[config.mk]
export PLATFORM = sky130hd
export DESIGN_NAME = range_match_flow_table_core
export DESIGN_NICKNAME = d
export VERILOG_FILES = /design/src/hw/rtl/rmft_pkg.sv /design/src/hw/rtl/rmft_cell.sv /design/src/hw/rtl/range_match_flow_table_core.sv
export SDC_FILE = /design/constraint.sdc
export NUM_CORES = 2
export LEC_CHECK = 0
export ABC_CLOCK_PERIOD_IN_PS = 5940
export BUFFER_PORTS_ARGS = -buffer_cell sky130_fd_sc_hd__buf_2
export CELL_PAD_IN_SITES_DETAIL_PLACEMENT = 2
export CELL_PAD_IN_SITES_GLOBAL_PLACEMENT = 2
export CORE_MARGIN = 1
export CORE_UTILIZATION = 29
export CTS_CLUSTER_DIAMETER = 40
export DETAILED_ROUTE_END_ITERATION = 7
export GPL_TIMING_DRIVEN = 0
export PLACE_DENSITY_LB_ADDON = 0.1
export SYNTH_ARGS = -nofsm -noshare
export SYNTH_HDL_FRONTEND = slang
export SYNTH_HIERARCHICAL = 1
export SYNTH_SLANG_ARGS = --single-unit
[constraint.sdc]
create_clock -name aclk -period 5.94 [get_ports aclk]
set_input_delay 0.594 -clock aclk [delete_from_list [all_inputs] [get_ports aclk]]
set_output_delay 0.594 -clock aclk [all_outputs]
set_load 0.05 [all_outputs]
[src/hw/rtl/rmft_pkg.sv]
`default_nettype none

package rmft_pkg;

    localparam int TABLE_DEPTH = 16;
    localparam int ADDR_MAX    = 1000;
    localparam int COUNT_WIDTH = 32;

    localparam int ADDR_W     = $clog2(ADDR_MAX + 1);
    localparam int IDX_W      = $clog2(TABLE_DEPTH);
    localparam int USED_W     = $clog2(TABLE_DEPTH + 1);
    localparam int SW_ID_W    = 3;
    localparam int KIND_W     = 3;
    localparam int ACTION_W   = 3;
    localparam int PORT_W     = 2;
    localparam int ENT_ACT_W  = 2;
    localparam int CFG_ADDR_W = 3;
    localparam int CFG_DATA_W = (ADDR_W > SW_ID_W) ? ADDR_W : SW_ID_W;

    localparam int S_TDATA_BITS = 4 * ADDR_W + SW_ID_W;
    localparam int S_TDATA_W    = ((S_TDATA_BITS + 7) / 8) * 8;
    localparam int M_TDATA_BITS = 1 + PORT_W + 2 * ADDR_W + IDX_W + COUNT_WIDTH + 1;
    localparam int M_TDATA_W    = ((M_TDATA_BITS + 7) / 8) * 8;

    // configuration register indexes
    localparam logic [CFG_ADDR_W-1:0] CFG_SWITCH_ID     = 3'd0;
    localparam logic [CFG_ADDR_W-1:0] CFG_OWN_RANGE_LOW = 3'd1;
    localparam logic [CFG_ADDR_W-1:0] CFG_OWN_RANGE_HIGH = 3'd2;
    localparam logic [CFG_ADDR_W-1:0] CFG_LEFT_PRESENT  = 3'd3;
    localparam logic [CFG_ADDR_W-1:0] CFG_RIGHT_PRESENT = 3'd4;

    // input kinds
    localparam logic [KIND_W-1:0] KIND_TRAFFIC  = 3'd0;
    localparam logic [KIND_W-1:0] KIND_ADD_FWD  = 3'd1;
    localparam logic [KIND_W-1:0] KIND_ADD_DROP = 3'd2;
    localparam logic [KIND_W-1:0] KIND_RELAY_IN = 3'd3;
    localparam logic [KIND_W-1:0] KIND_ACK      = 3'd4;

    // result actions
    localparam logic [ACTION_W-1:0] ACTION_LOCAL = 3'd0;
    localparam logic [ACTION_W-1:0] ACTION_RELAY = 3'd1;
    localparam logic [ACTION_W-1:0] ACTION_QUERY = 3'd2;
    localparam logic [ACTION_W-1:0] ACTION_DROP  = 3'd3;
    localparam logic [ACTION_W-1:0] ACTION_NONE  = 3'd4;

    // per-entry rule kinds
    localparam logic [ENT_ACT_W-1:0] ENT_DELIVER = 2'd0;
    localparam logic [ENT_ACT_W-1:0] ENT_FORWARD = 2'd1;
    localparam logic [ENT_ACT_W-1:0] ENT_DROP    = 2'd2;

    localparam logic [PORT_W-1:0] PORT_NONE  = 2'd0;
    localparam logic [PORT_W-1:0] PORT_LEFT  = 2'd1;
    localparam logic [PORT_W-1:0] PORT_RIGHT = 2'd2;

    typedef enum logic [1:0] {
        MODE_DISC = 2'd0,
        MODE_CONN = 2'd1,
        MODE_WAIT = 2'd2
    } link_mode_t;

    typedef enum logic {
        CTRL_IDLE   = 1'b0,
        CTRL_SEARCH = 1'b1
    } ctrl_state_t;

    // lookup token walking down the row of cells
    typedef struct packed {
        logic                   active;
        logic                   bump0;
        logic                   hit;
        logic [ADDR_W-1:0]      dest;
        logic [IDX_W-1:0]       idx;
        logic [ENT_ACT_W-1:0]   act;
        logic [PORT_W-1:0]      port;
        logic [COUNT_WIDTH-1:0] count;
    } rmft_tok_t;

    // rule append broadcast to every cell
    typedef struct packed {
        logic                 en;
        logic [IDX_W-1:0]     idx;
        logic [ADDR_W-1:0]    lo;
        logic [ADDR_W-1:0]    hi;
        logic [ENT_ACT_W-1:0] act;
        logic [PORT_W-1:0]    port;
    } rmft_wr_t;

    function automatic logic [PORT_W-1:0] port_if_present(
        input logic [PORT_W-1:0] port,
        input logic              left,
        input logic              right
    );
        logic [PORT_W-1:0] res;
        res = PORT_NONE;
        if (port == PORT_LEFT && left) begin
            res = PORT_LEFT;
        end else if (port == PORT_RIGHT && right) begin
            res = PORT_RIGHT;
        end
        return res;
    endfunction

endpackage

`default_nettype wire

[src/hw/rtl/rmft_cell.sv]
`default_nettype none

module rmft_cell
    import rmft_pkg::*;
(
    input  wire logic              aclk,
    input  wire logic              aresetn,
    input  wire logic [IDX_W-1:0]  cell_idx,
    input  wire logic [USED_W-1:0] used,
    input  wire logic [ADDR_W-1:0] own_lo,
    input  wire logic [ADDR_W-1:0] own_hi,
    input  wire rmft_wr_t          wr,
    input  wire rmft_tok_t         tok_in,
    output rmft_tok_t              tok_out
);

    logic [ADDR_W-1:0]      lo_reg;
    logic [ADDR_W-1:0]      hi_reg;
    logic [ENT_ACT_W-1:0]   act_reg;
    logic [PORT_W-1:0]      port_reg;
    logic [COUNT_WIDTH-1:0] count_reg;
    logic [COUNT_WIDTH-1:0] count_next;
    rmft_tok_t              tok_reg;
    rmft_tok_t              tok_next;

    logic                   is_root;
    logic                   in_use;
    logic [ADDR_W-1:0]      eff_lo;
    logic [ADDR_W-1:0]      eff_hi;
    logic                   match;
    logic [COUNT_WIDTH-1:0] count_inc;
    logic                   wr_here;

    // entry zero takes its range live from configuration
    assign is_root   = (cell_idx == '0);
    assign in_use    = (USED_W'(cell_idx) < used);
    assign eff_lo    = is_root ? own_lo : lo_reg;
    assign eff_hi    = is_root ? own_hi : hi_reg;
    assign count_inc = (&count_reg) ? count_reg : count_reg + 1'b1;
    assign wr_here   = wr.en && (wr.idx == cell_idx);

    always_comb begin
        match = 1'b0;
        if (tok_in.active && !tok_in.hit) begin
            if (tok_in.bump0) begin
                match = is_root;
            end else begin
                match = in_use && (eff_lo <= tok_in.dest) && (tok_in.dest <= eff_hi);
            end
        end
    end

    always_comb begin
        tok_next = tok_in;
        if (match) begin
            tok_next.hit   = 1'b1;
            tok_next.idx   = cell_idx;
            tok_next.act   = is_root ? ENT_DELIVER : act_reg;
            tok_next.port  = port_reg;
            tok_next.count = count_inc;
        end
    end

    always_comb begin
        count_next = count_reg;
        if (wr_here) begin
            count_next = COUNT_WIDTH'(1);
        end else if (match) begin
            count_next = count_inc;
        end
    end

    always_ff @(posedge aclk) begin
        if (wr_here) begin
            lo_reg   <= wr.lo;
            hi_reg   <= wr.hi;
            act_reg  <= wr.act;
            port_reg <= wr.port;
        end
    end

    always_ff @(posedge aclk) begin
        if (!aresetn) begin
            count_reg <= '0;
            tok_reg   <= '0;
        end else begin
            count_reg <= count_next;
            tok_reg   <= tok_next;
        end
    end

    assign tok_out = tok_reg;

endmodule

`default_nettype wire

[src/hw/rtl/range_match_flow_table_core.sv]
// a traffic packet taken while connected, or a relay-in, walks the lookup row, each cell
// registering its token, and its result is then registered at the output; adds, acks,
// refused packets and other kinds go straight to the output register. no new item is
// taken during a search; other items go one per cycle while the result side keeps up.
// reset (aresetn low, synchronous): link disconnected, table holds entry zero only with
// its counter cleared, configuration back to its defaults, no result pending.
`default_nettype none

module range_match_flow_table_core
    import rmft_pkg::*;
(
    input  wire logic                  aclk,
    input  wire logic                  aresetn,

    input  wire logic                  cfg_wr_en,
    input  wire logic [CFG_ADDR_W-1:0] cfg_addr,
    input  wire logic [CFG_DATA_W-1:0] cfg_wdata,

    input  wire logic                  s_axis_tvalid,
    output logic                       s_axis_tready,
    // src_ip, dest_ip, rule_low, rule_high, rule_owner, zero pad
    input  wire logic [S_TDATA_W-1:0]  s_axis_tdata,
    // kind
    input  wire logic [KIND_W-1:0]     s_axis_tuser,

    output logic                       m_axis_tvalid,
    input  wire logic                  m_axis_tready,
    // accepted, out_port, out_src, out_dest, entry_index, entry_count, table_full, zero pad
    output logic [M_TDATA_W-1:0]       m_axis_tdata,
    // action
    output logic [ACTION_W-1:0]        m_axis_tuser
);

    logic [SW_ID_W-1:0]     switch_id_reg;
    logic [ADDR_W-1:0]      own_lo_reg;
    logic [ADDR_W-1:0]      own_hi_reg;
    logic                   left_reg;
    logic                   right_reg;
    link_mode_t             mode_reg;
    link_mode_t             mode_next;
    logic [USED_W-1:0]      used_reg;
    logic [USED_W-1:0]      used_next;
    ctrl_state_t            state_reg;
    ctrl_state_t            state_next;
    logic [ADDR_W-1:0]      src_reg;
    logic                   m_valid_reg;
    logic                   m_valid_next;
    logic [M_TDATA_W-1:0]   m_data_reg;
    logic [M_TDATA_W-1:0]   m_data_next;
    logic [ACTION_W-1:0]    m_user_reg;
    logic [ACTION_W-1:0]    m_user_next;

    logic [KIND_W-1:0]      in_kind;
    logic [ADDR_W-1:0]      in_src;
    logic [ADDR_W-1:0]      in_dest;
    logic [ADDR_W-1:0]      in_rlo;
    logic [ADDR_W-1:0]      in_rhi;
    logic [SW_ID_W-1:0]     in_owner;

    logic                   s_take;
    logic                   launch;
    logic                   is_add;
    logic                   full;
    logic [PORT_W-1:0]      add_port;
    rmft_wr_t               wr;
    rmft_tok_t              chain_tok [TABLE_DEPTH+1];
    rmft_tok_t              tail;

    // result fields
    logic                   r_accepted;
    logic [ACTION_W-1:0]    r_action;
    logic [PORT_W-1:0]      r_port;
    logic [ADDR_W-1:0]      r_src;
    logic [ADDR_W-1:0]      r_dest;
    logic [IDX_W-1:0]       r_idx;
    logic [COUNT_WIDTH-1:0] r_count;
    logic                   r_full;

    assign in_kind  = s_axis_tuser;
    assign in_src   = s_axis_tdata[ADDR_W-1:0];
    assign in_dest  = s_axis_tdata[2*ADDR_W-1:ADDR_W];
    assign in_rlo   = s_axis_tdata[3*ADDR_W-1:2*ADDR_W];
    assign in_rhi   = s_axis_tdata[4*ADDR_W-1:3*ADDR_W];
    assign in_owner = s_axis_tdata[4*ADDR_W +: SW_ID_W];

    assign s_take = s_axis_tvalid && s_axis_tready;
    assign launch = ((in_kind == KIND_TRAFFIC) && (mode_reg == MODE_CONN))
                    || (in_kind == KIND_RELAY_IN);
    assign is_add = (in_kind == KIND_ADD_FWD) || (in_kind == KIND_ADD_DROP);
    assign full   = (used_reg >= USED_W'(TABLE_DEPTH));
    assign add_port = (in_owner == switch_id_reg) ? PORT_RIGHT : PORT_LEFT;

    // configuration
    always_ff @(posedge aclk) begin
        if (!aresetn) begin
            switch_id_reg <= SW_ID_W'(1);
            own_lo_reg    <= '0;
            own_hi_reg    <= ADDR_W'(ADDR_MAX);
            left_reg      <= 1'b0;
            right_reg     <= 1'b0;
        end else if (cfg_wr_en) begin
            case (cfg_addr)
                CFG_SWITCH_ID:      switch_id_reg <= cfg_wdata[SW_ID_W-1:0];
                CFG_OWN_RANGE_LOW:  own_lo_reg    <= cfg_wdata[ADDR_W-1:0];
                CFG_OWN_RANGE_HIGH: own_hi_reg    <= cfg_wdata[ADDR_W-1:0];
                CFG_LEFT_PRESENT:   left_reg      <= cfg_wdata[0];
                CFG_RIGHT_PRESENT:  right_reg     <= cfg_wdata[0];
                default: ;
            endcase
        end
    end

    // rule append goes straight into the cell at the fill count
    always_comb begin
        wr.en   = s_take && is_add && !full;
        wr.idx  = used_reg[IDX_W-1:0];
        wr.lo   = in_rlo;
        wr.hi   = (in_kind == KIND_ADD_FWD) ? in_rhi : in_rlo;
        wr.act  = (in_kind == KIND_ADD_FWD) ? ENT_FORWARD : ENT_DROP;
        wr.port = (in_kind == KIND_ADD_FWD) ? add_port : PORT_NONE;
    end

    always_comb begin
        chain_tok[0]        = '0;
        chain_tok[0].active = s_take && launch;
        chain_tok[0].bump0  = (in_kind == KIND_RELAY_IN);
        chain_tok[0].dest   = in_dest;
    end

    for (genvar i = 0; i < TABLE_DEPTH; i++) begin : g_cell
        rmft_cell u_cell (
            .aclk     (aclk),
            .aresetn  (aresetn),
            .cell_idx (IDX_W'(i)),
            .used     (used_reg),
            .own_lo   (own_lo_reg),
            .own_hi   (own_hi_reg),
            .wr       (wr),
            .tok_in   (chain_tok[i]),
            .tok_out  (chain_tok[i+1])
        );
    end

    assign tail = chain_tok[TABLE_DEPTH];

    // control state: next state
    always_comb begin
        state_next = state_reg;
        case (state_reg)
            CTRL_IDLE:   if (s_take && launch) state_next = CTRL_SEARCH;
            CTRL_SEARCH: if (tail.active) state_next = CTRL_IDLE;
            default:     state_next = CTRL_IDLE;
        endcase
    end

    // control state: outputs
    always_comb begin
        case (state_reg)
            CTRL_IDLE: s_axis_tready = !m_valid_reg || m_axis_tready;
            default:   s_axis_tready = 1'b0;
        endcase
    end

    always_comb begin
        mode_next = mode_reg;
        used_next = used_reg;
        if (wr.en) begin
            used_next = used_reg + 1'b1;
        end
        if (s_take && (is_add || in_kind == KIND_ACK)) begin
            mode_next = MODE_CONN;
        end else if (tail.active && !tail.bump0 && !tail.hit) begin
            mode_next = MODE_WAIT;
        end
    end

    // result of the item now finishing, from the token tail or the direct path
    always_comb begin
        r_accepted = 1'b1;
        r_action   = ACTION_NONE;
        r_port     = PORT_NONE;
        r_src      = '0;
        r_dest     = '0;
        r_idx      = '0;
        r_count    = '0;
        r_full     = 1'b0;
        if (tail.active) begin
            if (tail.bump0) begin
                r_idx   = tail.idx;
                r_count = tail.count;
            end else if (tail.hit) begin
                r_idx   = tail.idx;
                r_count = tail.count;
                case (tail.act)
                    ENT_FORWARD: begin
                        r_action = ACTION_RELAY;
                        r_port   = port_if_present(tail.port, left_reg, right_reg);
                        r_src    = src_reg;
                        r_dest   = tail.dest;
                    end
                    ENT_DROP: r_action = ACTION_DROP;
                    default:  r_action = ACTION_LOCAL;
                endcase
            end else begin
                r_action = ACTION_QUERY;
                r_src    = src_reg;
                r_dest   = tail.dest;
            end
        end else begin
            case (in_kind)
                KIND_TRAFFIC: r_accepted = 1'b0;
                KIND_ADD_FWD: begin
                    r_action = ACTION_RELAY;
                    r_port   = port_if_present(add_port, left_reg, right_reg);
                    r_src    = in_src;
                    r_dest   = in_dest;
                end
                KIND_ADD_DROP: r_action = ACTION_DROP;
                default: ;
            endcase
            if (is_add) begin
                if (full) begin
                    r_full = 1'b1;
                end else begin
                    r_idx   = used_reg[IDX_W-1:0];
                    r_count = COUNT_WIDTH'(1);
                end
            end
        end
    end

    always_comb begin
        m_valid_next = m_valid_reg;
        m_data_next  = m_data_reg;
        m_user_next  = m_user_reg;
        if ((s_take && !launch) || tail.active) begin
            m_valid_next = 1'b1;
            m_data_next  = M_TDATA_W'({r_full, r_count, r_idx, r_dest, r_src,
                                       r_port, r_accepted});
            m_user_next  = r_action;
        end else if (m_axis_tready) begin
            m_valid_next = 1'b0;
        end
    end

    always_ff @(posedge aclk) begin
        if (!aresetn) begin
            mode_reg    <= MODE_DISC;
            used_reg    <= USED_W'(1);
            state_reg   <= CTRL_IDLE;
            m_valid_reg <= 1'b0;
        end else begin
            mode_reg    <= mode_next;
            used_reg    <= used_next;
            state_reg   <= state_next;
            m_valid_reg <= m_valid_next;
        end
    end

    always_ff @(posedge aclk) begin
        m_data_reg <= m_data_next;
        m_user_reg <= m_user_next;
        if (s_take) begin
            src_reg <= in_src;
        end
    end

    assign m_axis_tvalid = m_valid_reg;
    assign m_axis_tdata  = m_data_reg;
    assign m_axis_tuser  = m_user_reg;

endmodule

`default_nettype wire

# Word-level counts from Yosys, hierarchy flattened
# Index checks and enable logic that the tools add are counted.
# word_totals
regBits,1825
inputBits,69
output_inout_bits,69
word_cells,684
# op_classes
n_addsub,17
order_cmp,49
eq_ne,31
mux,159
bitwise_logic,3
reduce_logical,176
# op_table
cell,count
two-way mux 32 bit,19
"adder 32 x 1 -> 32 bit, second input constant",16
AND reduction 32 bit,16
<= comparator 10 bit,32
two-way mux 40 bit,8
two-way mux 39 bit,4
two-way mux 10 bit,11
two-way mux 1 bit,91
logical AND 1 bit,76
two-way mux 38 bit,2
OR reduction 2 bit,32
"< comparator 4 x 5 -> 1 bit, first input constant",8
two-way mux 37 bit,1
nonzero test 2 bit,18
"equality test 4 bit, second input constant",8
two-way mux 2 bit,12
logical NOT 1 bit,20
"< comparator 3 x 5 -> 1 bit, first input constant",4
two-way mux 4 bit,5
"equality test 4 x 3 -> 1 bit, second input constant",4
"equality test 3 x 2 -> 1 bit, second input constant",4
AND reduction 2 bit,6
"< comparator 1 x 5 -> 1 bit, first input constant",2
"< comparator 2 x 5 -> 1 bit, first input constant",2
other kinds (17),34

# Depth between registers and ports, before layout
# logic_depth
ltp_word,8
ltp_mapped,15
depth_no_buf,10

# By module
# Netlist, hierarchy kept.
# modules_own_cells
module,n_inst,cells_per_inst,area_per_inst_um2,seq_area_each_um2
rmft_cell (g_cell[0].u_cell ...),10,600,5340.1,2422.3
rmft_cell (g_cell[15].u_cell ...),4,597,5437.7,2422.3
rmft_cell (g_cell[9].u_cell),1,626,5619.1,2422.3
rmft_cell (g_cell[5].u_cell),1,567,5392.7,2422.3
range_match_flow_table_core,1,383,4464.3,2872.8

# Least setup slack after synthesis
# Ideal clock, no wire load.
# synth_timing
path_kind,input port to flip-flop
startpoint,in s_axis_tuser[1]
endpoint,reg g_cell[15].u_cell.count_reg[10]
setup_time_ps,132
arrival_time_ps,5802
required_time_ps,5808
setup_slack_ps,5
path_stages,10
path_buffers,3
cell_sequence,buf_2 > xor2_2 > or3b_4 > nor2_1 > nand2_1 > nor4_1 > nand2b_1 > buf_1 > clkbuf_1 > a21oi_1
# synth_rtl
element,line_no,text
from (decl),range_match_flow_table_core.sv:24,"input wire logic [KIND_W-1:0] s_axis_tuser,"
to (signal assigned),rmft_cell.sv:87,count_reg <= count_next;
to (decl),rmft_cell.sv:21,logic [COUNT_WIDTH-1:0] count_reg;

# Worst setup path after layout
# layout_timing
startpoint,reg own_hi_reg[5]
endpoint,reg g_cell[0].u_cell.count_reg[29]
# layout_between
elab_chain_len,4
# layout_rtl
element,line_no,text
from (decl),range_match_flow_table_core.sv:36,logic [ADDR_W-1:0] own_hi_reg;
from (signal assigned),range_match_flow_table_core.sv:98,own_hi_reg <= ADDR_W'(ADDR_MAX);
from (signal assigned),range_match_flow_table_core.sv:105,CFG_OWN_RANGE_HIGH: own_hi_reg <= cfg_wdata[ADDR_W-1:0];
<= comparator 10 bit,rmft_cell.sv:48,match = in_use && (eff_lo <= tok_in.dest) && (tok_in.dest <= eff_hi);
logical AND 1 bit,rmft_cell.sv:48,
two-way mux 1 bit,rmft_cell.sv:45,if (tok_in.bump0) begin
two-way mux 1 bit,rmft_cell.sv:44,if (tok_in.active && !tok_in.hit) begin
to (signal assigned),rmft_cell.sv:87,
to (decl),rmft_cell.sv:21,
# No other way between the ends.
# A chain may end at the register's enable or synchronous reset.

==> flow_summary.yaml <==
setup_path:
  worstReg2RegEnd: "g_cell[0].u_cell/count_reg[29]"
  cp_max_fo: 17
  cp_top_family: "buffers and inverters"
  crit_cells: 11
  required_ps: 6810
  crit_slowest_cell: "dfxtp_1"
  crit_chain: "mux2i_1, ha_1, nand4_1, a211oi_1, a2111oi_0, o221ai_1, clkbuf_1, clkbuf_1, clkbuf_1, o21ai_0, a21oi_1"
  critPathBufInv: 3
  path_class: "reg -> reg"
  r2r_cells: 11
  arrival_ps: 5940
  r2r-start: "own_hi_reg[5]"
  rrSetupSlack_ps: 870
  critPathCaptureType: "register"
  startpoint_type: "register"
  cp_common_cell: "clkbuf_1"
  max_stage_delay_ps: 1130
placed_design:
  hpwl_um: 276000
  io_buffers: 127
  gp_congestion: 0.838
  place_ws_ps: 609
layout:
  drive_above_1_share_pct: 11.7
  fin_util_pct: 36.3
  fillers: 34100
  finalNetCount: 11400
  area_growth_pct: 24.3
  seqCellArea_um2: 41700
  largest_reg_flops: 848
  layout_commonest_cell: "dfxtp_1"
  final_cell_mix: "1376 x dfxtp_1, 1150 x nand2_1, 824 x a21oi_1"
  multi_input_area_um2: 46700
yosys:
  synth_top_cells_by_area: "dfxtp_1 31%, edfxtp_1 15%, ha_1 5.4%"
  syn_inst: 9964
  ys_seq_area_share_pct: 45.9
  yosys.area.top_type_share_pct: 30.8
  synth_edf_count: 457
  async_reset_ff_share_pct: 0
  synthesis.area_um2: 90600
  yosysTopAreaCell: "dfxtp_1"
  ys_ff_latch: 1851
  synth_cell_types: 102
  syn_avg_cell_area_um2: 9.10
  yosys_warnings: 6
  synth-main-ff-cell: "dfxtp_1"
drt:
  ant_nets: 0
  vias: 80700
  firstDrtPassIters: 5
  post-route-drc-count: 0
  drt_iter0_markers: 3786
  routed_via_density: 5.25
  wl_per_cell_um: 24.6
  drt-total-wl_um: 379000
timing:
  finalHoldViolations: 0
  setup_ws_ps: 869
  fmax_mhz: 197
  hold_ws_ps: 107
  rsz0062_at_grt: "false"
  skew_ps: 53.3
  period_minus_slack_ps: 5070
  fin_tns_setup_ps: 0
  finalSetupViolations: 0
  min_period_over_period_pct: 85.4
  worst_slew_margin_rel_pct: 8.56
  slew_violations: 0
  worstMarginPinSlew_ps: 1370
power_and_ir_drop:
  p_seq_share_pct: 35.1
  total_power_mw: 37.5
  switching_share_pct: 24.5
  p_leak_nw: 40.5
  p_sw_mw: 9.17
  p_comb_share_pct: 3.4
  ir_worst_vdd_mv: 0.242
  power_density_nw_per_um2: 333
  pwr-share-clk_pct: 61.5
  internal-power_mw: 28.3
run_status:
  outcome: "finished, final reports clean"
die:
  core_um2: 310000
  fp.dieW_um: 561
  start_util_pct: 29.2
  die_area_um2: 315000
  rows: 204
  num_io_pins: 138
  die_h_um: 561
global_routing:
  grt_pass1_wl_um: 564000
  grt_use_total_pct: 23.4
  grt_max_degree: 64
  grt.overflow.total: 0
  first_global_vias: 87800
  antenna_found_initial: 14
clock_tree:
  cts_resized: 0
  ctsHtreeMaxLevel: 5
  clockBufferDepth: 4
  cts_tree: "yes"
  clk_latency_ps: 950
  clk_pin_slew_worst_paths_ps: 50
  root_buffer: "clkbuf_16"
  clock_sinks: 1851
  cts_buffers: 397
min_path:
  min_path_type: "in -> reg"
  min_from: "cfg_addr[1]"
  hold_end: "left_reg"
  whs_path_depth: 4
run:
  cap_violations: 0
==> power by group through the flow <==
stage	Sequential [mW]	Combinational, mW	Clock, mW
2_1_floorplan	13.4	0.607	0
3_3_place_gp	13.4	1.16	0
3_5_place_dp	13.4	1.23	0
4_1_cts	13.2	1.26	23.6
5_1_grt	13.1	1.38	24.2
6_report	13.2	1.27	23.1
==> metrics by stage <==
step | area, um2 | std cells
3_3_place_gp | 97700 | 14600
2_1_floorplan | 91900 | 10300
6_report | 113000 | 15400
4_1_cts | 113000 | 15400
3_5_place_dp | 98300 | 14600
5_1_grt | 113000 | 15400
==> cells in the mapped netlist (all sizes together), types with 193 or more instances <==
cell type	number
a21oi	828
nor2	556
or3	334
dfxtp	1394
clkbuf	434
ha	388
nand2	1155
nand4	231
xor2	319
edfxtp	457
a211oi	265
o21ai	596
mux2i	194
buf	193
nand3	658
inv	287
==> repair_timing <==
item,in CTS,in global routing
hold buffers,33,0
endpoints found under the hold margin,57,0
buffers inserted,0,0
==> worst min-delay path, cell delays in order <==
cell and delay [ps]:
buf_2 130, nand3_1 90, mux2i_1 80, nor2b_1 110
==> routing by layer <==
layer	vias up	track usage [%]	wire length [um]
li1	37800	-	-
met1	41100	29.3	168000
met2	1175	41.9	189000
met3	602	2.44	9950
met4	2	7.31	11500
met5	-	0	12
==> worst max path at each step <==
stage                                 endpoint            start
3_3_place_gp    g_cell[2].u_cell/count_reg[23]      used_reg[4]
4_1_cts         g_cell[0].u_cell/count_reg[29]    own_hi_reg[5]
5_1_grt         g_cell[0].u_cell/count_reg[31]    own_hi_reg[5]
6_report        g_cell[0].u_cell/count_reg[29]    own_hi_reg[5]
2_1_floorplan  g_cell[15].u_cell/count_reg[10]  s_axis_tuser[1]
3_5_place_dp    g_cell[0].u_cell/count_reg[31]  s_axis_tuser[1]
==> kinds of logic (layout without fill, tap and decap cells) <==
family          Yosys count  after routing  share of synthesized area, %
flops                  1851           1851                          45.9
compound gates         2220           2220                          15.0
xor+xnor                507            507                          4.91
buf+inv                 915           1856                          4.07
mux                     245            245                          2.78
simple gates           3836           3836                          21.9
fa+ha+maj               388            388                          5.36
other cells               2            353                       0.00829
==> area by class of cell <==
class,instances,area share (%)
Tap cell,4120,4.58
Sequential cell,1851,37.0
Inverter,288,0.960
Antenna cell,6,0.0133
Clock buffer,461,9.49
Timing Repair Buffer,190,1.27
Buffer,627,2.32
Multi-Input combinational cell,7543,41.5
Clock inverter,290,2.93
Power figures use the tool's default switching activity.
